**config.mk**
```make
export PLATFORM = sky130hd
export DESIGN_NAME = pngu_queue
export DESIGN_NICKNAME = d
export VERILOG_FILES = /design/src/hw/rtl/pngu_pkg.sv /design/src/hw/rtl/pngu_queue.sv
export SDC_FILE = /design/constraint.sdc
export NUM_CORES = 1
export LEC_CHECK = 0
export ABC_AREA = 1
export BUFFER_PORTS_ARGS = -buffer_cell sky130_fd_sc_hd__buf_4
export CAP_MARGIN = 30
export CELL_PAD_IN_SITES_DETAIL_PLACEMENT = 1
export CELL_PAD_IN_SITES_GLOBAL_PLACEMENT = 1
export CORE_UTILIZATION = 50
export CTS_CLUSTER_DIAMETER = 150
export CTS_CLUSTER_SIZE = 24
export DETAILED_ROUTE_END_ITERATION = 12
export PLACE_DENSITY = 0.88
export RECOVER_POWER = 100
export SYNTH_ARGS = -nofsm -noshare
export SYNTH_HDL_FRONTEND = slang
export SYNTH_SLANG_ARGS = --single-unit
```
**constraint.sdc**
```tcl
create_clock -name clk -period 2.9 [get_ports clk]
set_input_delay 0.29 -clock clk [delete_from_list [all_inputs] [get_ports clk]]
set_output_delay 0.29 -clock clk [all_outputs]
set_load 0.01 [all_outputs]
```
**src/hw/rtl/pngu_pkg.sv**
```systemverilog
// Shared constants, types and a helper function for the PNG scanline unfilter.
package pngu_pkg;

  localparam int MAX_LINE_BYTES  = 4096;
  localparam int MAX_PIXEL_BYTES = 8;

  localparam int ADDR_W = $clog2(MAX_LINE_BYTES);
  localparam int COL_W  = ADDR_W + 1;
  localparam int LINE_W = 13;
  localparam int BPP_W  = 4;
  localparam int PSEL_W = (MAX_PIXEL_BYTES > 1) ? $clog2(MAX_PIXEL_BYTES) : 1;
  localparam int HIST_W = 8 * MAX_PIXEL_BYTES;
  localparam int CFG_IDX_W  = 1;
  localparam int CFG_DATA_W = LINE_W;

  localparam int QUEUE_DEPTH = 4;
  localparam int QPTR_W      = $clog2(QUEUE_DEPTH);

  localparam logic [CFG_IDX_W-1:0] REG_LINE_BYTES      = CFG_IDX_W'(0);
  localparam logic [CFG_IDX_W-1:0] REG_BYTES_PER_PIXEL = CFG_IDX_W'(1);

  typedef enum logic [2:0] {
    FILT_NONE  = 3'd0,
    FILT_SUB   = 3'd1,
    FILT_UP    = 3'd2,
    FILT_AVG   = 3'd3,
    FILT_PAETH = 3'd4
  } filter_t;

  // One data byte, classified by the front end.
  typedef struct packed {
    logic [7:0]        raw;
    logic [ADDR_W-1:0] idx;
    filter_t           filter;
    logic              first_row;
    logic              row_start;
    logic              row_last;
  } pngu_item_t;

  function automatic logic [7:0] paeth_pred(input logic [7:0] a, input logic [7:0] b,
                                            input logic [7:0] c);
    logic signed [9:0] da;
    logic signed [9:0] db;
    logic signed [9:0] dc;
    logic [9:0]        pa;
    logic [9:0]        pb;
    logic [9:0]        pc;
    da = $signed({2'b00, b}) - $signed({2'b00, c});
    db = $signed({2'b00, a}) - $signed({2'b00, c});
    dc = da + db;
    pa = (da < 0) ? 10'(-da) : 10'(da);
    pb = (db < 0) ? 10'(-db) : 10'(db);
    pc = (dc < 0) ? 10'(-dc) : 10'(dc);
    if (pa <= pb && pa <= pc) begin
      return a;
    end else if (pb <= pc) begin
      return b;
    end
    return c;
  endfunction

endpackage

```
**src/hw/rtl/pngu_queue.sv**
```systemverilog
// Small register FIFO between front and back end.
module pngu_queue import pngu_pkg::*; (
  input  logic       clk,
  input  logic       rst,
  input  logic       push,
  input  pngu_item_t din,
  output logic       full,
  input  logic       pop,
  output logic       empty,
  output pngu_item_t head
);

  pngu_item_t          slots [QUEUE_DEPTH];
  logic [QPTR_W-1:0]   wptr;
  logic [QPTR_W-1:0]   rptr;
  logic [QPTR_W:0]     count;

  assign full  = (count == (QPTR_W+1)'(QUEUE_DEPTH));
  assign empty = (count == '0);
  assign head  = slots[rptr];

  always_ff @(posedge clk) begin
    if (push) begin
      slots[wptr] <= din;
    end
  end

  always_ff @(posedge clk) begin
    if (rst) begin
      wptr  <= '0;
      rptr  <= '0;
      count <= '0;
    end else begin
      if (push) begin
        wptr <= wptr + QPTR_W'(1);
      end
      if (pop) begin
        rptr <= rptr + QPTR_W'(1);
      end
      unique case ({push, pop})
        2'b10:   count <= count + (QPTR_W+1)'(1);
        2'b01:   count <= count - (QPTR_W+1)'(1);
        default: count <= count;
      endcase
    end
  end

endmodule

```
==> results, run 1 <==
- The number of enable flip-flop cells after synthesis is 104.
- During I/O placement, the number of pins put on the boundary was 58.
- In this run the cell area measured after placement is 4810 µm².
- The global-route total usage across every layer is 0.290.
- The required time reported for the critical path endpoint is 2610 ps.
- At the pin with the least slew margin, the transition time is 1550 ps.
- After synthesis the netlist holds a flip-flop and latch count of 113.
- Once the clock tree was built, the resizer swapped 0 gates to a different size.
- The number of CTS-inserted buffers is 17.
- The gate count of the mapped netlist is 309.
- Clock skew on the completed layout was measured at 11.4 ps.
- The final reports fail on max-capacitance violations, max-slew violations.
- The number of port buffers is 57.
- At the end of routability-driven placement, the weighted congestion stood at 0.711.
- The proportion of netlist area held by the largest area contributor is 0.728.
- The register cell area after layout is 3300 µm².
- The type of origin of the critical path is a flip-flop.
- Along the worst hold path, the cell count comes to 4.
- The first global-routing pass estimated 18000 µm of wire.
- The worst-case setup slack after placement is 1010 ps.
- The maximum number of pins on one net before global-route repair is 53.
- TritonCTS built the clock tree.
- The number of optimization iterations in the first detailed-route pass is 4.
- In this run the post-CTS setup repair buffer count came out at 0.
- Buffers inserted to repair hold after CTS numbered 26.
- The origin of the worst min-delay path is rst.
- The number of antenna violations at the first check in global routing is 0.
- The final max-slew violation count is 44.
- In the synthesized netlist the dominant register cell turns out to be edfxtp_1.
- The number of DRC violations after detailed routing is 0.
- STA classifies the critical path endpoint as an output pin.
- The worst path needs 2480 ps of the cycle, external delays included.
- The worst IR drop on VDD is 0.589 mV.
- The H-tree generated during clock tree synthesis spans 4 levels.
- The final number of setup-violating endpoints is 0.
- The die covers 8960 µm².
- The finished layout cell area is 5440 µm².
- The reg-to-reg startpoint is wptr[0]$_SDFFE_PP0P_.
- The total routed wirelength is 11900 µm.
- The overall die height is 94.6 µm.
- The number of failing hold endpoints at the final stage came to 0.
- After synthesis the cells add up to 4290 µm².
- The maximum net fanout on the critical path is 28.
- The cell sitting at the root of the clock tree is a clkbuf_8.
- The remaining max-slew budget at the tightest pin is -0.0351.
- Hold timing on the final database bottoms out at a slack of 134 ps.
- The critical path is of the flip-flop to output pin type.
- The share of the Yosys chip area taken by registers is 0.770.
- Measured on the finished design, the core utilization comes to 0.659.
- The area of the core is 8260 µm².
- Yosys mapped the design onto 19 distinct sky130hd cell types.
- The class of the tightest hold or removal check is input pin to flip-flop.
- The number of synthesis warnings is 0.
- After synthesis, the mean cell area works out to 13.9 µm².
- After detailed routing, the average wire length per cell comes to 22.8 µm.
- The reg2reg setup slack is 470 ps.
- Dividing the final minimum period by the clock period gives 0.856.
- The most instantiated library cell after synthesis is edfxtp_1.
- The total number of placement rows is 33.
- After routing, the total negative slack on setup checks comes to 0 ps.
- The ratio of total power to cell area is 778 nW/µm².
- Clock-pin slew was measured on the worst setup and hold paths at 60 ps.
- The via count of the first global-routing pass was 3303.
- In this run the static leakage power is 1.92 nW.
- 0 antenna diodes ended up in the layout.
- The total area of multi-input combinational cells is 822 µm².
- From left edge to right edge, the die measures 94.6 µm.
- The run finished, with violations left.
- The initial core utilization is 0.520.
- The signed area change from the synthesized netlist to the final layout is 26.7%.
- The wire-length estimate of the detail-placed layout is 6430 µm.
- For the worst-skew pair, the clock arrives at the later sink with an insertion delay of 520 ps.
- The share of flip-flops with an asynchronous set or reset after synthesis is 0.
- The routed via count divided by cell count is 5.69.
- After synthesis, the cell types taking the most area are edfxtp_1 73%, nor2_1 4.8%, o21ai_0 4.8%.
- The number of nets handed over by synthesis was 345.
- The final route contains 2967 vias.
- The endpoint of the worst-slack reg-to-reg timing path is slots[0][10]$_DFFE_PP_.
- The clock passes through at most 2 buffers.
- The detail route stage leaves a number of antenna-violating nets equal to 0.
- The arrival time at the worst endpoint is 2190 ps.
- For hold timing, the worst endpoint is count[2]$_SDFFE_PP0P_.
- The overall overflow remaining after global route is 0.
- Of the cells placed in the final design, the portion with a size suffix greater than 1 is 0.113.
- The final-stage net count is 439.
- The cell depth of the worst flop-to-flop path is 5.
- Static timing analysis puts the maximum clock frequency at 0.403 GHz.
- The commonest cells after synthesis are 104 x edfxtp_1, 55 x nor2_1, 41 x o21ai_0, 26 x o22ai_1, 17 x o21ai_1.
- The tool flagged a number of max-cap violations equal to 2.
- The least setup slack across all paths after layout is 419 ps.
- The detailed router finished its first iteration with 156 violations.
- The number of fill cells in the layout is 822.
- Clock tree synthesis found a total of 113 sinks.
- The largest area contributor in the synthesized netlist is edfxtp_1.
- Setup repair after global routing left no endpoint under its margin.
-- flip-flops by register name, summed over array words and instances, names as in the netlist, named ones only --
name,count
slots,104
count,3
wptr,2
rptr,2
-- how the worst max path moves through the flow --
stage,from,end,slack (ps)
after global placement,flip-flop,head[12],1050
final,flip-flop,head[16],420
after detailed placement,flip-flop,head[5],1010
after CTS,flip-flop,head[0],390
after floorplan,wptr[0]$_SDFFE_PP0P_,slots[2][0]$_DFFE_PP_,1410
after global routing,flip-flop,head[16],260
-- cells in the final DEF, fill, tap and decap left out, types with 2 or more instances in the layout --
cell type and n:
clkbuf_16 16, ha_1 5, a21oi_1 5, o22ai_1 26, inv_1 16, edfxtp_1 104
nand2_1 9, o21ai_1 11, clkinv_2 4, nor2_1 55, buf_4 14, clkinv_1 2
dlygate4sd3_1 26, clkbuf_1 50, o21ai_0 47, bufinv_16 2, clkinvlp_4 4, clkinv_4 2
nor3_1 2, dfxtp_1 8
-- area by class of cell --
class | instances | area share
Clock buffer | 17 | 0.0761
Clock inverter | 15 | 0.0265
Inverter | 18 | 0.0129
Multi-Input combinational cell | 163 | 0.151
Sequential cell | 113 | 0.608
Tap cell | 105 | 0.0242
Timing Repair Buffer | 90 | 0.102
-- worst max-delay path, cell delays in order (launching register included) --
cell	delay, ps
dfxtp_2	640
buf_4	390
o21ai_0	160
o22ai_1	280
clkbuf_1	200
-- per-layer routing --
| layer | share of wire | routed length (µm) | track usage |
|---|---|---|---|
| met5 | 0 | 0 | 0 |
| met4 | 0.027 | 323 | 0.115 |
| met3 | 0.032 | 383 | 0.0749 |
| met2 | 0.55 | 6550 | 0.537 |
| met1 | 0.39 | 4630 | 0.312 |
-- report_power, final --
part	switching [mW]	internal, mW	leakage [nW]	total, mW
Sequential	0.0396	1.86	1.03	1.90
Clock	0.756	1.21	0.265	1.97
Combinational	0.242	0.126	0.624	0.368
-- metrics by stage --
step	total power [mW]	std cells
after floorplan	2.10	309
after global placement	2.27	463
after detailed placement	2.30	463
after CTS	4.30	521
after global routing	4.36	521
final	4.23	521
-- cells by family after synthesis --
kind of cell               synth area share
buffers and inverters                0.0388
DFF                                   0.770
and+or+nand+nor                      0.0609
adders and majority gates            0.0192
AOI/OAI and AO/OA                     0.111
Note: power is estimated with default switching activity, not from simulation.
==> run 2: changes to the inputs <==
- CELL_PAD_IN_SITES_DETAIL_PLACEMENT: 1 -> default
- CELL_PAD_IN_SITES_GLOBAL_PLACEMENT: 1 -> default
- CORE_UTILIZATION: 50 -> 60
==> results, run 2 (synthesized netlist as in run 1, its figures left out) <==
- Setup repair after global routing left no endpoint under its margin.
- The flow ran to the end, but the final reports show violations.
- The endpoint of the worst-slack reg-to-reg timing path is slots[2][9]$_DFFE_PP_.
- The via count of the first global-routing pass is 3008.
- The clock insertion delay at the later pin of the skew report is 520 ps.
- STA puts the critical path data arrival time at 2390 ps.
- The largest registers in the layout are slots: 104 flops, count: 3 flops.
- Compared with the post-synthesis result, the final layout area differs by 27.5%.
- The finished layout cell area is 5470 µm².
- The TritonCTS clock tree is built.
- The repair_antennas step left the layout with diodes totalling 0.
- Gates resized during post-CTS repair numbered 0.
- For this design the ratio of total power to cell area is 797 nW/µm².
- The analysis attributes to cell leakage a power of 1.96 nW.
- The cell count of the worst hold path is 4.
- The share of cells above drive strength 1 is 0.111.
- The type of origin of the critical path is a flip-flop.
- The buffer cell driving the clock tree root is clkbuf_8.
- The final hold slack is 99.8 ps.
- The worst setup path is of the flip-flop to output pin kind.
- The final reports fail on max-capacitance violations, max-slew violations.
- The max-capacitance violation count is 2.
- The initial utilization of the core area, before any placement, comes to 0.625.
- The floorplan step defined a core boundary enclosing 6870 µm².
- The slew at the pin closest to its max-slew limit is 1690 ps.
- The number of flip-flops under the largest register name is 104.
- The period utilization is 0.923.
- The class of the tightest hold or removal check is input pin to flip-flop.
- Row generation in the floorplan step produced 30 rows.
- The worst setup path is captured at an output pin.
- The maximum net fanout on the critical path is 30.
- The non-filler instance count after layout is 511.
- At the end of routability-driven placement, the weighted congestion stood at 0.709.
- The floorplan step set the die width to 86.6 µm.
- The top cell types in the final layout, fill and taps aside, are 104 x edfxtp_1, 55 x nor2_1, 52 x clkbuf_1.
- The standard cell area after detailed placement is 4790 µm².
- The count of placed standard cells including taps is 453.
- The number of antenna violations at the first check in global routing is 0.
- Once layout is complete, the utilization of the core stands at 0.797.
- The register clock-pin slew on the reported worst setup and hold paths is 50 ps.
- In this run the remaining antenna-violating nets after routing total 0.
- The number of CTS-inserted buffers is 17.
- Timing would allow up to 0.374 GHz.
- Entering global routing, the biggest net connects 53 pins.
- CTS built an H-tree with a depth of 4.
- The first global-routing pass estimated 15600 µm of wire.
- Setup violations remaining at the end of the flow were counted as 0.
- For hold timing, the worst endpoint is count[2]$_SDFFE_PP0P_.
- In the global route stage, overall resource usage came out at 0.297.
- More flip-flops sit in one register than any other, and that register is slots.
- The die is 86.6 µm tall.
- The number of buffers on the longest clock path is 2.
- The overall overflow remaining after global route is 0.
- The die covers 7500 µm².
- The worst-case IR drop observed on VDD is 0.547 mV.
- The number of DRC violations after detailed routing is 0.
- The routed via count divided by cell count is 5.95.
- After layout, the minimum clock period comes to 2680 ps.
- In this run the tool buffered the top-level ports with 57 buffer cells.
- The number of failing hold endpoints at the final stage is 0.
- Across the routed clock network, the largest skew measured is 10.3 ps.
- The remaining max-slew budget at the tightest pin is -0.130.
- The DRC marker count from the first detailed-route iteration is 293.
- After the last flow step, the layout net total stands at 438.
- After detailed routing, the average wire length per cell comes to 20.0 µm.
- The cell depth of the worst flop-to-flop path is 5.
- Detailed routing inserted a total of 3040 vias.
- The pre-antenna-repair detailed-routing pass consisted of 5 iterations.
- Pin placement for this block handled 58 I/O pins.
- The total negative slack for setup checks is 0 ps.
- Setup slack on the worst reg-to-reg path comes out at 570 ps.
- Clock tree synthesis found a total of 113 sinks.
- The total routed wirelength is 10200 µm.
- The library cell used most frequently in the layout, excluding fill and tap cells, is edfxtp_1.
- The final max-slew violation count is 54.
- The startpoint identified for the worst hold timing path is rst.
- The reg-to-reg startpoint is wptr[0]$_SDFFE_PP0P_.
- The required time reported for the critical path endpoint is 2610 ps.
- Detailed placement finished with a half-perimeter wire length of 4960 µm.
==> run 2: per-layer routing <==
metal	vias up	wire length [µm]	track usage	part of all wire
met5	-	0	0	0
met4	0	359	0.144	0.035
met3	35	938	0.0819	0.092
met2	202	5280	0.501	0.52
met1	1480	3660	0.354	0.36
li1	1323	-	-	-
==> run 2: stage by stage <==
stage | total power [mW] | setup slack, ps
5_1_grt | 4.48 | 116
6_report | 4.36 | 225
4_1_cts | 4.38 | 475
3_5_place_dp | 2.28 | 1020
3_3_place_gp | 2.26 | 1120
2_1_floorplan | 2.10 | 1410
==> run 2: worst max path at each step <==
stage,from,end,slack [ps],depth (start not counted)
floorplan,wptr[0]$_SDFFE_PP0P_,slots[2][0]$_DFFE_PP_,1410,4
global placement,flip-flop,head[18],1120,4
detailed placement,flip-flop,head[18],1020,4
CTS,flip-flop,head[17],470,4
global route,flip-flop,head[11],120,4
finish,flip-flop,head[22],220,4
==> run 2: critical path, cell delays in order, from the launching register on <==
cell	delay [ps]
dfxtp_2	710
clkbuf_2	500
o21ai_1	180
o22ai_1	290
buf_4	180
==> run 2: timing repair <==
action                                  CTS  global route
buffers inserted                          0             0
endpoints found under the hold margin   104             0
hold buffers                             26             0
endpoints found under the setup margin    0             0
==> run 2: cell type report <==
cell class              count  area [µm²]
inverters                  18        70.1
repair buffers             89         554
fillers                   416        1400
well taps                  96         120
clock inverters             5         100
clock buffers              27         502
multi-input cells         163         822
flip-flops and latches    113        3300
==> run 2: report_power, final <==
part	switching [mW]	internal [mW]
clock network	0.685	1.42
registers	0.0348	1.86
logic	0.232	0.128
total	0.952	3.41
