**src/hw/rtl/pngu_pkg.sv**
```systemverilog
// Shared constants, types and a helper function for the PNG scanline unfilter.
package pngu_pkg;

  localparam int MAX_LINE_BYTES  = 4096;
  localparam int MAX_PIXEL_BYTES = 8;

  localparam int ADDR_W = $clog2(MAX_LINE_BYTES);
  localparam int COL_W  = ADDR_W + 1;
  localparam int LINE_W = 13;
  localparam int BPP_W  = 4;
  localparam int PSEL_W = (MAX_PIXEL_BYTES > 1) ? $clog2(MAX_PIXEL_BYTES) : 1;
  localparam int HIST_W = 8 * MAX_PIXEL_BYTES;
  localparam int CFG_IDX_W  = 1;
  localparam int CFG_DATA_W = LINE_W;

  localparam int QUEUE_DEPTH = 4;
  localparam int QPTR_W      = $clog2(QUEUE_DEPTH);

  localparam logic [CFG_IDX_W-1:0] REG_LINE_BYTES      = CFG_IDX_W'(0);
  localparam logic [CFG_IDX_W-1:0] REG_BYTES_PER_PIXEL = CFG_IDX_W'(1);

  typedef enum logic [2:0] {
    FILT_NONE  = 3'd0,
    FILT_SUB   = 3'd1,
    FILT_UP    = 3'd2,
    FILT_AVG   = 3'd3,
    FILT_PAETH = 3'd4
  } filter_t;

  // One data byte, classified by the front end.
  typedef struct packed {
    logic [7:0]        raw;
    logic [ADDR_W-1:0] idx;
    filter_t           filter;
    logic              first_row;
    logic              row_start;
    logic              row_last;
  } pngu_item_t;

  function automatic logic [7:0] paeth_pred(input logic [7:0] a, input logic [7:0] b,
                                            input logic [7:0] c);
    logic signed [9:0] da;
    logic signed [9:0] db;
    logic signed [9:0] dc;
    logic [9:0]        pa;
    logic [9:0]        pb;
    logic [9:0]        pc;
    da = $signed({2'b00, b}) - $signed({2'b00, c});
    db = $signed({2'b00, a}) - $signed({2'b00, c});
    dc = da + db;
    pa = (da < 0) ? 10'(-da) : 10'(da);
    pb = (db < 0) ? 10'(-db) : 10'(db);
    pc = (dc < 0) ? 10'(-dc) : 10'(dc);
    if (pa <= pb && pa <= pc) begin
      return a;
    end else if (pb <= pc) begin
      return b;
    end
    return c;
  endfunction

endpackage

```
**src/hw/rtl/pngu_if.sv**
```systemverilog
// Handshake channel interfaces: input stream, result stream, configuration writes.
interface pngu_in_if;
  logic       valid;
  logic       ready;
  logic [7:0] in_byte;
  logic       image_start;

  modport source (output valid, output in_byte, output image_start, input ready);
  modport sink   (input valid, input in_byte, input image_start, output ready);
endinterface


```
**src/hw/rtl/pngu_front.sv**
```systemverilog
// Front end: takes stream bytes, tracks row position, tags data bytes for the back end.
module pngu_front import pngu_pkg::*; (
  input  logic              clk,
  input  logic              rst,
  pngu_in_if.sink           stream,
  input  logic [COL_W-1:0]  line_len,
  input  logic              q_full,
  output logic              push,
  output pngu_item_t        item
);

  logic [COL_W-1:0] col;
  logic [COL_W-1:0] col_next;
  filter_t          filter_kind;
  filter_t          filter_kind_next;
  logic             first_row;
  logic             first_row_next;
  logic [COL_W-1:0] col_cur;
  logic             first_cur;
  logic             accept;
  logic             is_data;
  logic             last;

  assign stream.ready = !q_full;
  assign accept       = stream.valid && stream.ready;

  // image start forces a filter byte
  assign col_cur   = stream.image_start ? '0 : col;
  assign first_cur = stream.image_start ? 1'b1 : first_row;
  assign is_data   = (col_cur != '0);
  assign last      = (col_cur >= line_len);

  assign push           = accept && is_data;
  assign item.raw       = stream.in_byte;
  assign item.idx       = ADDR_W'(col_cur - COL_W'(1));
  assign item.filter    = filter_kind;
  assign item.first_row = first_cur;
  assign item.row_start = (col_cur == COL_W'(1));
  assign item.row_last  = last;

  always_comb begin
    col_next         = col;
    filter_kind_next = filter_kind;
    first_row_next   = first_row;
    if (accept) begin
      first_row_next = first_cur;
      if (!is_data) begin
        filter_kind_next = (stream.in_byte > 8'd4) ? FILT_NONE : filter_t'(stream.in_byte[2:0]);
        col_next         = COL_W'(1);
      end else if (last) begin
        col_next       = '0;
        first_row_next = 1'b0;
      end else begin
        col_next = col_cur + COL_W'(1);
      end
    end
  end

  always_ff @(posedge clk) begin
    if (rst) begin
      col         <= '0;
      filter_kind <= FILT_NONE;
      first_row   <= 1'b1;
    end else begin
      col         <= col_next;
      filter_kind <= filter_kind_next;
      first_row   <= first_row_next;
    end
  end

endmodule

```
**src/flat_wrapper.sv**
```systemverilog
// flat-port wrapper written by rule: the top's interface ports become plain ports
module pngu_front_flat import pngu_pkg::*;
  (clk, rst, line_len, q_full, push, item, stream_valid, stream_in_byte, stream_image_start, stream_ready);
  pngu_in_if stream_i ();
  input  logic clk;
  input  logic rst;
  input  logic [COL_W-1:0] line_len;
  input  logic q_full;
  output logic push;
  output pngu_item_t item;
  input wire logic [$bits(stream_i.valid)-1:0] stream_valid;
  input wire logic [$bits(stream_i.in_byte)-1:0] stream_in_byte;
  input wire logic [$bits(stream_i.image_start)-1:0] stream_image_start;
  output wire logic [$bits(stream_i.ready)-1:0] stream_ready;
  assign stream_i.valid = stream_valid;
  assign stream_i.in_byte = stream_in_byte;
  assign stream_i.image_start = stream_image_start;
  assign stream_ready = stream_i.ready;
  pngu_front u_core (.clk(clk), .rst(rst), .stream(stream_i), .line_len(line_len), .q_full(q_full), .push(push), .item(item));
endmodule
```
**config.mk**
```make
export PLATFORM = sky130hd
export DESIGN_NAME = pngu_front_flat
export DESIGN_NICKNAME = d
export VERILOG_FILES = /design/src/hw/rtl/pngu_pkg.sv /design/src/hw/rtl/pngu_if.sv /design/src/hw/rtl/pngu_front.sv /design/src/flat_wrapper.sv
export SDC_FILE = /design/constraint.sdc
export NUM_CORES = 1
export LEC_CHECK = 0
export ABC_AREA = 0
export BUFFER_PORTS_ARGS = -buffer_cell sky130_fd_sc_hd__buf_2
export CORE_MARGIN = 1
export CORE_UTILIZATION = 50
export DETAILED_ROUTE_END_ITERATION = 8
export HOLD_SLACK_MARGIN = 0.05
export PLACE_DENSITY = 0.79
export SYNTH_ARGS = -nofsm -noshare
export SYNTH_HDL_FRONTEND = slang
export SYNTH_SLANG_ARGS = --single-unit
```
**constraint.sdc**
```tcl
create_clock -name clk -period 2.55 [get_ports clk]
set_input_delay 0.1275 -clock clk [delete_from_list [all_inputs] [get_ports clk]]
set_output_delay 0.1275 -clock clk [all_outputs]
set_load 0.02 [all_outputs]
```
==> results of run 1 <==
where the power goes:
group          leakage (nW)  switching [W]  total, W  internal, W
logic                 0.817      0.0000797  0.000132    0.0000520
registers             0.137     0.00000199  0.000269     0.000267
clock network        0.0150      0.0000785  0.000139    0.0000607
worst min-delay path by stage:
stage / end / slack (ns)
global placement: u_core.filter_kind[1]$_SDFFE_PP0P_ / 0.41
detailed placement: u_core.filter_kind[2]$_SDFFE_PP0P_ / 0.41
floorplan: u_core.filter_kind[0]$_SDFFE_PP0P_ / 0.28
finish: u_core.filter_kind[1]$_SDFFE_PP0P_ / 0.11
CTS: u_core.filter_kind[1]$_SDFFE_PP0P_ / 0.10
global route: u_core.filter_kind[2]$_SDFFE_PP0P_ / 0.11
Yosys cell counts (all sizes together) (4+ instances only):
master and n:
a22oi 7, buf 19, ha 12, nor4 5, nand2 19, inv 20
nand3b 5, dfxtp 17, xor2 5, xnor2 6, clkbuf 5, nor3 7
a21oi 13, nand3 14, a31oi 4, nor2 17, o21ai 10, nor2b 12
layout make-up:
cell class / count / area [µm²]
multi-input cells: 167 / 1140
fillers: 300 / 1140
repair buffers: 67 / 370
flip-flops and latches: 17 / 342
inverters: 21 / 78.8
well taps: 44 / 55.1
clock buffers: 4 / 26.3
state kept, by name (all words and copies together) (netlist names):
register,flops
u_core.col,13
u_core.first_row,1
u_core.filter_kind,3
metal layers:
metal / up-vias / wire length, µm / GRT usage, %
met5: - / 0 / 0
met4: 0 / 37 / 4.32
met3: 6 / 304 / 4.90
met2: 71 / 2050 / 44.1
met1: 783 / 1740 / 32.2
li1: 879 / - / -
per-stage QoR:
| stage | util, % | TNS (ns) | cell area [µm²] | hold slack [ns] |
|---|---|---|---|---|
| floorplan | - | 0 | 1710 | 0.279 |
| global placement | 62.7 | 0 | 1980 | 0.411 |
| detailed placement | 62.7 | 0 | 1980 | 0.414 |
| CTS | 63.6 | 0 | 2000 | 0.103 |
| global route | 63.9 | -0.00636 | 2020 | 0.107 |
| finish | 63.9 | 0 | 2020 | 0.110 |
cell usage in the layout (no fill, tap or decap), drive strengths merged, types with 3 or more instances in the layout:
| master | count |
|---|---|
| nand3 | 14 |
| clkbuf | 4 |
| nor4 | 5 |
| nor2b | 12 |
| buf | 67 |
| xnor2 | 6 |
| nand3b | 5 |
| a21oi | 13 |
| nor2 | 17 |
| dfxtp | 17 |
| ha | 12 |
| nor3 | 7 |
| a22oi | 7 |
| a31oi | 4 |
| a41oi | 3 |
| o21ai | 10 |
| nand2 | 19 |
| xor2 | 5 |
| inv | 20 |
| a21o | 3 |
repair_timing:
item / 4_1_cts / 5_1_grt
resized for setup: 0 / 4
endpoints found under the setup margin: 0 / 10
setup buffers: 0 / 0
hold buffers: 0 / 0
kinds of logic (layout without fill, tap and decap cells):
group / count (synthesis) / count (layout) / share of synthesized area [%]
and+or+nand+nor: 95 / 95 / 31.0
xor gates and xnor gates: 11 / 11 / 5.65
adders and majority gates: 13 / 13 / 9.46
buffers and inverters: 45 / 92 / 13.6
AOI/OAI and AO/OA: 48 / 48 / 20.4
DFF: 17 / 17 / 20.0
worst register-to-register path: cells and delay by family, from the launching register on:
kind / cells / cell delay (ns)
compound gates: 3 / 0.56
buf+inv: 1 / 0.18
flops: 1 / 0.47
fa+ha+maj: 1 / 0.28
simple gates: 4 / 0.69
==> flow_metrics.env, run 1 <==
export IMPL_synth_area_per_cell_um2=7.45
export IMPL_ios=54
export IMPL_ys_top_cells_by_area="dfxtp_1 20%, ha_1 8.8%, buf_4 4.8%"
export IMPL_cts_made_buffers=3
export IMPL_path_clk_slew_ns=0.09
export IMPL_end_kind="primary output"
export IMPL_synth_cells=229
export IMPL_rows=20
export IMPL_peakVddDrop_v=0.000269
export IMPL_cts_tree="built"
export IMPL_drv_slew=0
export IMPL_final_cells=320
export IMPL_grt_pass1_wl_mm=6.96
export IMPL_place_gp_congestion=0.919
export IMPL_clock_path_buffers=2
export IMPL_die_area_um2=3650
export IMPL_cp_start_kind="flop"
export IMPL_fin_ws_ns=0.197
export IMPL_r2r_start="u_core.col[4]$_SDFFE_PP0P_"
export IMPL_cts_root_buffer="clkbuf_4"
export IMPL_dr_first_iter_drc_count=79
export IMPL_outcome="finished clean"
export IMPL_max_stage_delay_ns=0.39
export IMPL_critPathSlowestCell="dfxtp_2"
export IMPL_crit_cells=9
export IMPL_worstPathRequired_ns=2.42
export IMPL_postRouteWirelength_mm=4.13
export IMPL_cts_sinks=17
export IMPL_slew_headroom_pct=56.9
export IMPL_cellLeakagePower_nw=0.970
export IMPL_period_minus_slack_ns=2.35
export IMPL_maxCapViolations=0
export IMPL_post_place_ws_ns=0.114
export IMPL_ys_seq_area_share_pct=20.0
export IMPL_worstSetupEndpoint="item[0]"
export IMPL_finalHoldViolations=0
export IMPL_synth_edf_count=0
export IMPL_initial_core_util_pct=54.1
export IMPL_critPathLaunch="u_core.col[0]$_SDFFE_PP0P_"
export IMPL_worst_path_max_fanout=5
export IMPL_synth_cell_types=48
export IMPL_worst_slew_pin_transition_ns=0.645
export IMPL_synthArstFlopShare_pct=0
export IMPL_via_count=1739
export IMPL_grt_pass1_vias=1609
export IMPL_ctsHtreeMaxLevel=1
export IMPL_yosys_most_used_dff="dfxtp_1"
export IMPL_min_from="stream_in_byte[1]"
export IMPL_via_per_inst=5.43
export IMPL_post_dp_hpwl_mm=3.37
export IMPL_worstSkewPairLatency_ns=0.28
export IMPL_design_power_total_w=0.000540
export IMPL_diodes=0
export IMPL_syn_area_um2=1710
export IMPL_cp_num_buf_inv=2
export IMPL_firstDrtPassIters=4
export IMPL_dp_cells=316
export IMPL_cp_top_family="adder cells"
export IMPL_timing_fmax_ghz=0.425
export IMPL_rr_endpoint="u_core.col[11]$_SDFFE_PP0P_"
export IMPL_fin_crit_sh_pct=92.3
export IMPL_die_height_um=60.4
export IMPL_port_buffers=53
export IMPL_synth_largest_area_cell="dfxtp_1"
export IMPL_min_path_cells=3
export IMPL_grt_max_degree=21
export IMPL_hold_class="primary input to flop"
export IMPL_path_cells="nand2_1, ha_1, nor2b_1, maj3_2, a211oi_2, o211ai_1, and2_1, inv_2, buf_2"
export IMPL_skew_ns=0.00394
export IMPL_syn_nets=267
export IMPL_grt_util_all_layers_pct=25.1
export IMPL_reg2reg_depth=9
export IMPL_syn_to_final_growth_pct=18.2
export IMPL_ys_warn_count=0
export IMPL_final_nets=315
export IMPL_antenna_found_initial=0
export IMPL_yosysTopAreaCellShare_pct=20.0
export IMPL_arrival_ns=2.23
export IMPL_drive_gt1_share_pct=32.2
export IMPL_fp_dieW_um=60.4
export IMPL_crit_type="flop to primary output"
export IMPL_r2r_slack_ns=0.31
export IMPL_overflow=0
export IMPL_setup_viol=0
export IMPL_post_route_drc_count=0
export IMPL_coreArea_um2=3150
export IMPL_wl_per_cell_um=12.9
export IMPL_ant_nets=0
export IMPL_powerDensity_nw_per_um2=268
export IMPL_ys_seq_elements=17
(Power assumes the default switching activity.)
==> inputs of run 2 (changes only) <==
--- a/config.mk
+++ b/config.mk
@@ -5,13 +5,13 @@
 export SDC_FILE = /design/constraint.sdc
 export NUM_CORES = 1
 export LEC_CHECK = 0
-export ABC_AREA = 0
+export ABC_AREA = 1
 export BUFFER_PORTS_ARGS = -buffer_cell sky130_fd_sc_hd__buf_2
 export CORE_MARGIN = 1
 export CORE_UTILIZATION = 50
 export DETAILED_ROUTE_END_ITERATION = 8
 export HOLD_SLACK_MARGIN = 0.05
-export PLACE_DENSITY = 0.79
+export PLACE_DENSITY = 0.78
 export SYNTH_ARGS = -nofsm -noshare
 export SYNTH_HDL_FRONTEND = slang
 export SYNTH_SLANG_ARGS = --single-unit
==> run 2 against run 1 <==
Compared with the run above:
- core utilization is 3.3 points lower
- fmax is 3.5% higher
- total power is 0.25% lower
==> flow_metrics.env, run 2 <==
export IMPL_post_route_drc_count=0
export IMPL_yosysTopAreaCellShare_pct=18.6
export IMPL_slew_headroom_pct=64.8
export IMPL_max_stage_delay_ns=0.44
export IMPL_ys_warn_count=0
export IMPL_powerDensity_nw_per_um2=260
export IMPL_crit_type="flop to primary output"
export IMPL_setup_viol=0
export IMPL_via_count=1913
export IMPL_min_path_cells=3
export IMPL_peakVddDrop_v=0.000223
export IMPL_path_clk_slew_ns=0.09
export IMPL_clock_power_share_pct=26.5
export IMPL_p_switching_w=0.000164
export IMPL_via_per_inst=4.96
export IMPL_final_common_cell="nand2_1"
export IMPL_timing_fmax_ghz=0.440
export IMPL_reg2reg_depth=12
export IMPL_ys_top_cells_by_area="dfxtp_1 19%, nand2_1 13%, inv_1 8.6%"
export IMPL_cts_root_buffer="clkbuf_4"
export IMPL_rows=21
export IMPL_cp_start_kind="flop"
export IMPL_outcome="finished clean"
export IMPL_final_nets=379
export IMPL_grt_max_degree=22
export IMPL_largest_register="u_core.col"
export IMPL_ant_nets=0
export IMPL_antenna_found_initial=0
export IMPL_post_cts_buffers=0
export IMPL_grt_pass1_wl_mm=6.82
export IMPL_syn_area_um2=1830
export IMPL_place_gp_congestion=0.929
export IMPL_rsz0062_at_grt="false"
export IMPL_end_kind="primary output"
export IMPL_yosys_top_cells_count="65 x nand2_1, 42 x inv_1, 31 x nand3_1"
export IMPL_diodes=0
export IMPL_syn_nets=335
export IMPL_ctsHtreeMaxLevel=1
export IMPL_clock_path_buffers=2
export IMPL_fin_area_um2=2070
export IMPL_ios=54
export IMPL_firstDrtPassIters=4
export IMPL_critPathSlowestCell="dfxtp_1"
export IMPL_cts_made_buffers=3
export IMPL_arrival_ns=2.15
export IMPL_placed_cell_area_um2=2040
export IMPL_worstSkewPairLatency_ns=0.29
export IMPL_fin_crit_sh_pct=89.2
export IMPL_yosysMostFrequentCell="nand2_1"
export IMPL_ys_seq_elements=17
export IMPL_die_height_um=62.5
export IMPL_hold_class="primary input to flop"
export IMPL_pwr_share_comb_pct=23.4
export IMPL_post_dp_hpwl_mm=3.37
export IMPL_worst_slew_pin_transition_ns=0.527
export IMPL_regArea_um2=340
export IMPL_final_cell_mix="65 x nand2_1, 53 x buf_2, 42 x inv_1, 31 x nand3_1, 29 x nor2_1"
export IMPL_worst_path_max_fanout=14
export IMPL_drv_slew=0
export IMPL_syn_to_final_growth_pct=13.3
export IMPL_fillCellCount=345
export IMPL_hold_buffers=0
export IMPL_top_regs="u_core.col (13), u_core.filter_kind (3), u_core.first_row (1)"
export IMPL_synthArstFlopShare_pct=0
export IMPL_overflow=0
export IMPL_synth_area_per_cell_um2=6.15
export IMPL_worstPathRequired_ns=2.42
export IMPL_synth_cells=297
export IMPL_wl_per_cell_um=10.7
export IMPL_postRouteWirelength_mm=4.12
export IMPL_multiInputGateArea_um2=1170
export IMPL_swShare_pct=30.5
export IMPL_synth_cell_types=31
export IMPL_synth_edf_count=0
export IMPL_ctsResizeCount=0
export IMPL_coreArea_um2=3420
export IMPL_fin_tns_setup_ns=0
export IMPL_p_int_w=0.000374
export IMPL_synth_largest_area_cell="dfxtp_1"
export IMPL_path_cells="nand2_2, inv_1, ha_1, a21oi_1, nand2_1, nor2_1, nand2_1, nand2_2, nand2_1, buf_2"
export IMPL_maxCapViolations=0
export IMPL_drive_gt1_share_pct=25.6
export IMPL_finalHoldViolations=0
export IMPL_p_seq_share_pct=50.1
export IMPL_grt_pass1_vias=1560
export IMPL_cts_tree="built"
export IMPL_ys_seq_area_share_pct=18.6
export IMPL_port_buffers=53
export IMPL_initial_core_util_pct=53.5
export IMPL_cts_sinks=17
export IMPL_dr_first_iter_drc_count=82
export IMPL_crit_top_cell="nand2_1"
export IMPL_die_area_um2=3900
export IMPL_skew_ns=0.00216
export IMPL_cellLeakagePower_nw=1.10
export IMPL_largest_register_ffs=13
export IMPL_period_minus_slack_ns=2.27
export IMPL_fp_dieW_um=62.5
export IMPL_grt_util_all_layers_pct=21.0
export IMPL_yosys_most_used_dff="dfxtp_1"
run 2: cell count changes in the layout (fill, tap and decap cells not counted), moves of 9 or more:
cell	delta
nor2b_1	-12
buf_4	-10
inv_1	+24
nand2_1	+46
nor2_1	+12
a21oi_1	+9
nand3_1	+17
run 2: final timing paths:
path / to / slack (ns) / start
max: item[0] / 0.28 / u_core.col[8]$_SDFFE_PP0P_
min reg2reg: u_core.filter_kind[2]$_SDFFE_PP0P_ / 0.47 / u_core.filter_kind[2]$_SDFFE_PP0P_
min: u_core.filter_kind[1]$_SDFFE_PP0P_ / 0.12 / stream_in_byte[1]
max reg2reg: u_core.first_row$_SDFFE_PP1P_ / 0.66 / u_core.col[8]$_SDFFE_PP0P_
run 2: critical path: cells and delay by family, from the launching register on:
family / cells / cell delay (ns)
flops: 1 / 0.44
simple gates: 6 / 0.70
fa+ha+maj: 1 / 0.24
compound gates: 1 / 0.17
buf+inv: 2 / 0.30
run 2: routing by layer:
metal | GRT usage, % | wire length [µm] | up-vias
met5 | 0 | 0 | -
met4 | 3.49 | 10 | 0
met3 | 1.28 | 221 | 2
met2 | 36.4 | 1800 | 69
met1 | 28.8 | 2080 | 822
li1 | - | - | 1020
run 2: cell type report:
cell class                 count  share of cell area (%)
tap                           46                    2.78
multi-input combinational    214                    56.6
clock buffer                   4                    1.27
sequential                    17                    16.4
timing repair buffer          57                    14.3
inverter                      48                    8.70
run 2: through the flow:
stage                     setup WS [ns]  total power (W)  std cells  hold slack [ns]  utilization [%]
after global routing             0.0964         0.000569        386            0.114             60.6
after CTS                         0.295         0.000542        386            0.110             60.6
after floorplan                   0.730         0.000369        297            0.287                -
after global placement            0.434         0.000400        382            0.422             59.9
final                             0.276         0.000538        386            0.119             60.6
after detailed placement          0.345         0.000402        382            0.423             59.9
run 2: logic make-up after synthesis:
family	count (synthesis)	share of synthesized area [%]
simple gates	153	39.2
buf+inv	66	17.3
compound gates	38	11.4
flops	17	18.6
fa+ha+maj	12	8.21
xor+xnor	11	5.27
run 2: power groups by stage:
stage / registers, W / logic [W] / clock network [W]
2_1_floorplan: 0.000276 / 0.0000937 / 0
3_3_place_gp: 0.000276 / 0.000124 / 0
4_1_cts: 0.000270 / 0.000127 / 0.000146
6_report: 0.000270 / 0.000126 / 0.000143
5_1_grt: 0.000270 / 0.000139 / 0.000160
3_5_place_dp: 0.000276 / 0.000126 / 0
==> inputs of run 3 (changes only) <==
--- a/config.mk
+++ b/config.mk
@@ -7,6 +7,7 @@
 export LEC_CHECK = 0
 export ABC_AREA = 1
 export BUFFER_PORTS_ARGS = -buffer_cell sky130_fd_sc_hd__buf_2
+export CORE_ASPECT_RATIO = 0.9
 export CORE_MARGIN = 1
 export CORE_UTILIZATION = 50
 export DETAILED_ROUTE_END_ITERATION = 8
==> run 3 against run 2 <==
Compared with the run above:
- fmax is 3.1% higher
- combinational power about the same
- routed wire length up 1.9%
- total power is 9.8% higher
- critical path type is now primary input to primary output
==> flow_metrics.env, run 3 (synthesized netlist as in run 2, its figures left out) <==
export IMPL_via_count=1935
export IMPL_pwr_share_comb_pct=21.3
export IMPL_p_switching_w=0.000169
export IMPL_grt_util_all_layers_pct=22.4
export IMPL_grt_pass1_wl_mm=6.92
export IMPL_peakVddDrop_v=0.000348
export IMPL_coreArea_um2=3430
export IMPL_initial_core_util_pct=53.3
export IMPL_routed_top_layer="met4"
export IMPL_die_area_um2=3900
export IMPL_timing_fmax_ghz=0.453
export IMPL_cts_tree="built"
export IMPL_post_dp_hpwl_mm=3.49
export IMPL_grt_max_degree=22
export IMPL_slew_headroom_pct=64.3
export IMPL_final_common_cell="nand2_1"
export IMPL_die_height_um=59.4
export IMPL_port_buffers=53
export IMPL_design_power_total_w=0.000591
export IMPL_p_int_w=0.000422
export IMPL_drv_slew=0
export IMPL_holdWs_ns=0.160
export IMPL_powerDensity_nw_per_um2=283
export IMPL_clock_power_share_pct=33.0
export IMPL_r2r_slack_ns=0.65
export IMPL_ant_nets=0
export IMPL_ctsHtreeMaxLevel=1
export IMPL_fin_crit_sh_pct=86.5
export IMPL_cts_sinks=17
export IMPL_via_per_inst=5.04
export IMPL_post_route_drc_count=0
export IMPL_p_seq_share_pct=45.7
export IMPL_cellLeakagePower_nw=1.11
export IMPL_syn_to_final_growth_pct=14.2
export IMPL_rows=20
export IMPL_grt_pass1_vias=1606
export IMPL_firstDrtPassIters=4
export IMPL_skew_ns=0.00130
export IMPL_arrival_ns=2.08
export IMPL_ctsResizeCount=0
export IMPL_finalHoldViolations=0
export IMPL_place_gp_congestion=0.901
export IMPL_clock_path_buffers=2
export IMPL_regArea_um2=340
export IMPL_worst_slew_pin_transition_ns=0.534
export IMPL_met1_length_mm=2.06
export IMPL_fillCellCount=341
export IMPL_final_cell_mix="65 x nand2_1, 53 x buf_2, 42 x inv_1, 31 x nand3_1, 29 x nor2_1"
export IMPL_overflow=0
export IMPL_period_minus_slack_ns=2.21
export IMPL_antenna_found_initial=0
export IMPL_largest_register="u_core.col"
export IMPL_cp_start_kind="primary input"
export IMPL_path_clk_slew_ns=0.06
export IMPL_post_place_ws_ns=0.367
export IMPL_fin_util_pct=60.9
export IMPL_wl_per_cell_um=10.9
export IMPL_post_cts_buffers=0
export IMPL_cts_made_buffers=3
export IMPL_cts_root_buffer="clkbuf_8"
export IMPL_maxCapViolations=0
export IMPL_fin_ws_ns=0.344
export IMPL_setup_viol=0
export IMPL_hold_class="primary input to flop"
export IMPL_swShare_pct=28.6
export IMPL_postRouteWirelength_mm=4.20
export IMPL_drive_gt1_share_pct=25.9
export IMPL_fin_tns_setup_ns=0
export IMPL_multiInputGateArea_um2=1170
export IMPL_diodes=0
export IMPL_rsz0062_at_grt="false"
export IMPL_top_regs="u_core.col (13), u_core.filter_kind (3), u_core.first_row (1)"
export IMPL_hold_buffers=0
export IMPL_crit_type="primary input to primary output"
export IMPL_end_kind="primary output"
export IMPL_final_nets=379
export IMPL_fp_dieW_um=65.7
export IMPL_outcome="finished clean"
export IMPL_worstSkewPairLatency_ns=0.25
export IMPL_largest_register_ffs=13
export IMPL_ios=54
export IMPL_dr_first_iter_drc_count=72
export IMPL_wl_met2_mm=1.80
export IMPL_wl_met3_um=305
export IMPL_worst_path_max_fanout=21
export IMPL_worstPathRequired_ns=2.42
==> run 3: changes by cell type in the layout (fill, tap and decap cells not counted), sizes merged <==
cell,before,now
clkbuf,4,3
clkinv,0,1
==> run 3: power by group through the flow <==
stage               Sequential, W  Clock [W]  Combinational, W
global placement         0.000276          0          0.000124
finish                   0.000270   0.000195          0.000126
CTS                      0.000270   0.000201          0.000127
global route             0.000270   0.000216          0.000139
detailed placement       0.000276          0          0.000126
floorplan                0.000276          0         0.0000937
==> run 3: area by class of cell <==
class / count / area share [%]
multi-input combinational: 214 / 56.1
sequential: 17 / 16.3
timing repair buffer: 57 / 14.1
inverter: 48 / 8.63
tap: 44 / 2.64
clock buffer: 3 / 1.98
clock inverter: 1 / 0.240
==> run 3: path summary, 6_finish.rpt <==
check,start,endpoint,depth (start not counted)
max,stream_image_start,item[0],11
min,stream_in_byte[2],u_core.filter_kind[2]$_SDFFE_PP0P_,3
max reg2reg,u_core.col[1]$_SDFFE_PP0P_,u_core.col[8]$_SDFFE_PP0P_,10
min reg2reg,u_core.filter_kind[0]$_SDFFE_PP0P_,u_core.filter_kind[0]$_SDFFE_PP0P_,2
==> run 3: per-stage QoR <==
stage	std cells	instance area [µm²]
after CTS	384	2090
after global routing	384	2090
after floorplan	297	1830
after global placement	380	2040
after detailed placement	380	2040
final	384	2090
==> run 3: worst max-delay path, stage by stage <==
cell	delay, ns
buf_2	0.14
inv_2	0.34
nand2_1	0.20
inv_1	0.16
ha_1	0.26
a21oi_1	0.13
nor3_1	0.05
a211oi_1	0.17
buf_4	0.23
nand2_1	0.09
buf_2	0.18
==> run 3: per-layer routing <==
layer | global-route usage (%) | vias up
li1 | - | 1020
met1 | 31.8 | 837
met2 | 37.5 | 74
met3 | 1.15 | 4
met4 | 4.66 | 0
met5 | 0 | -
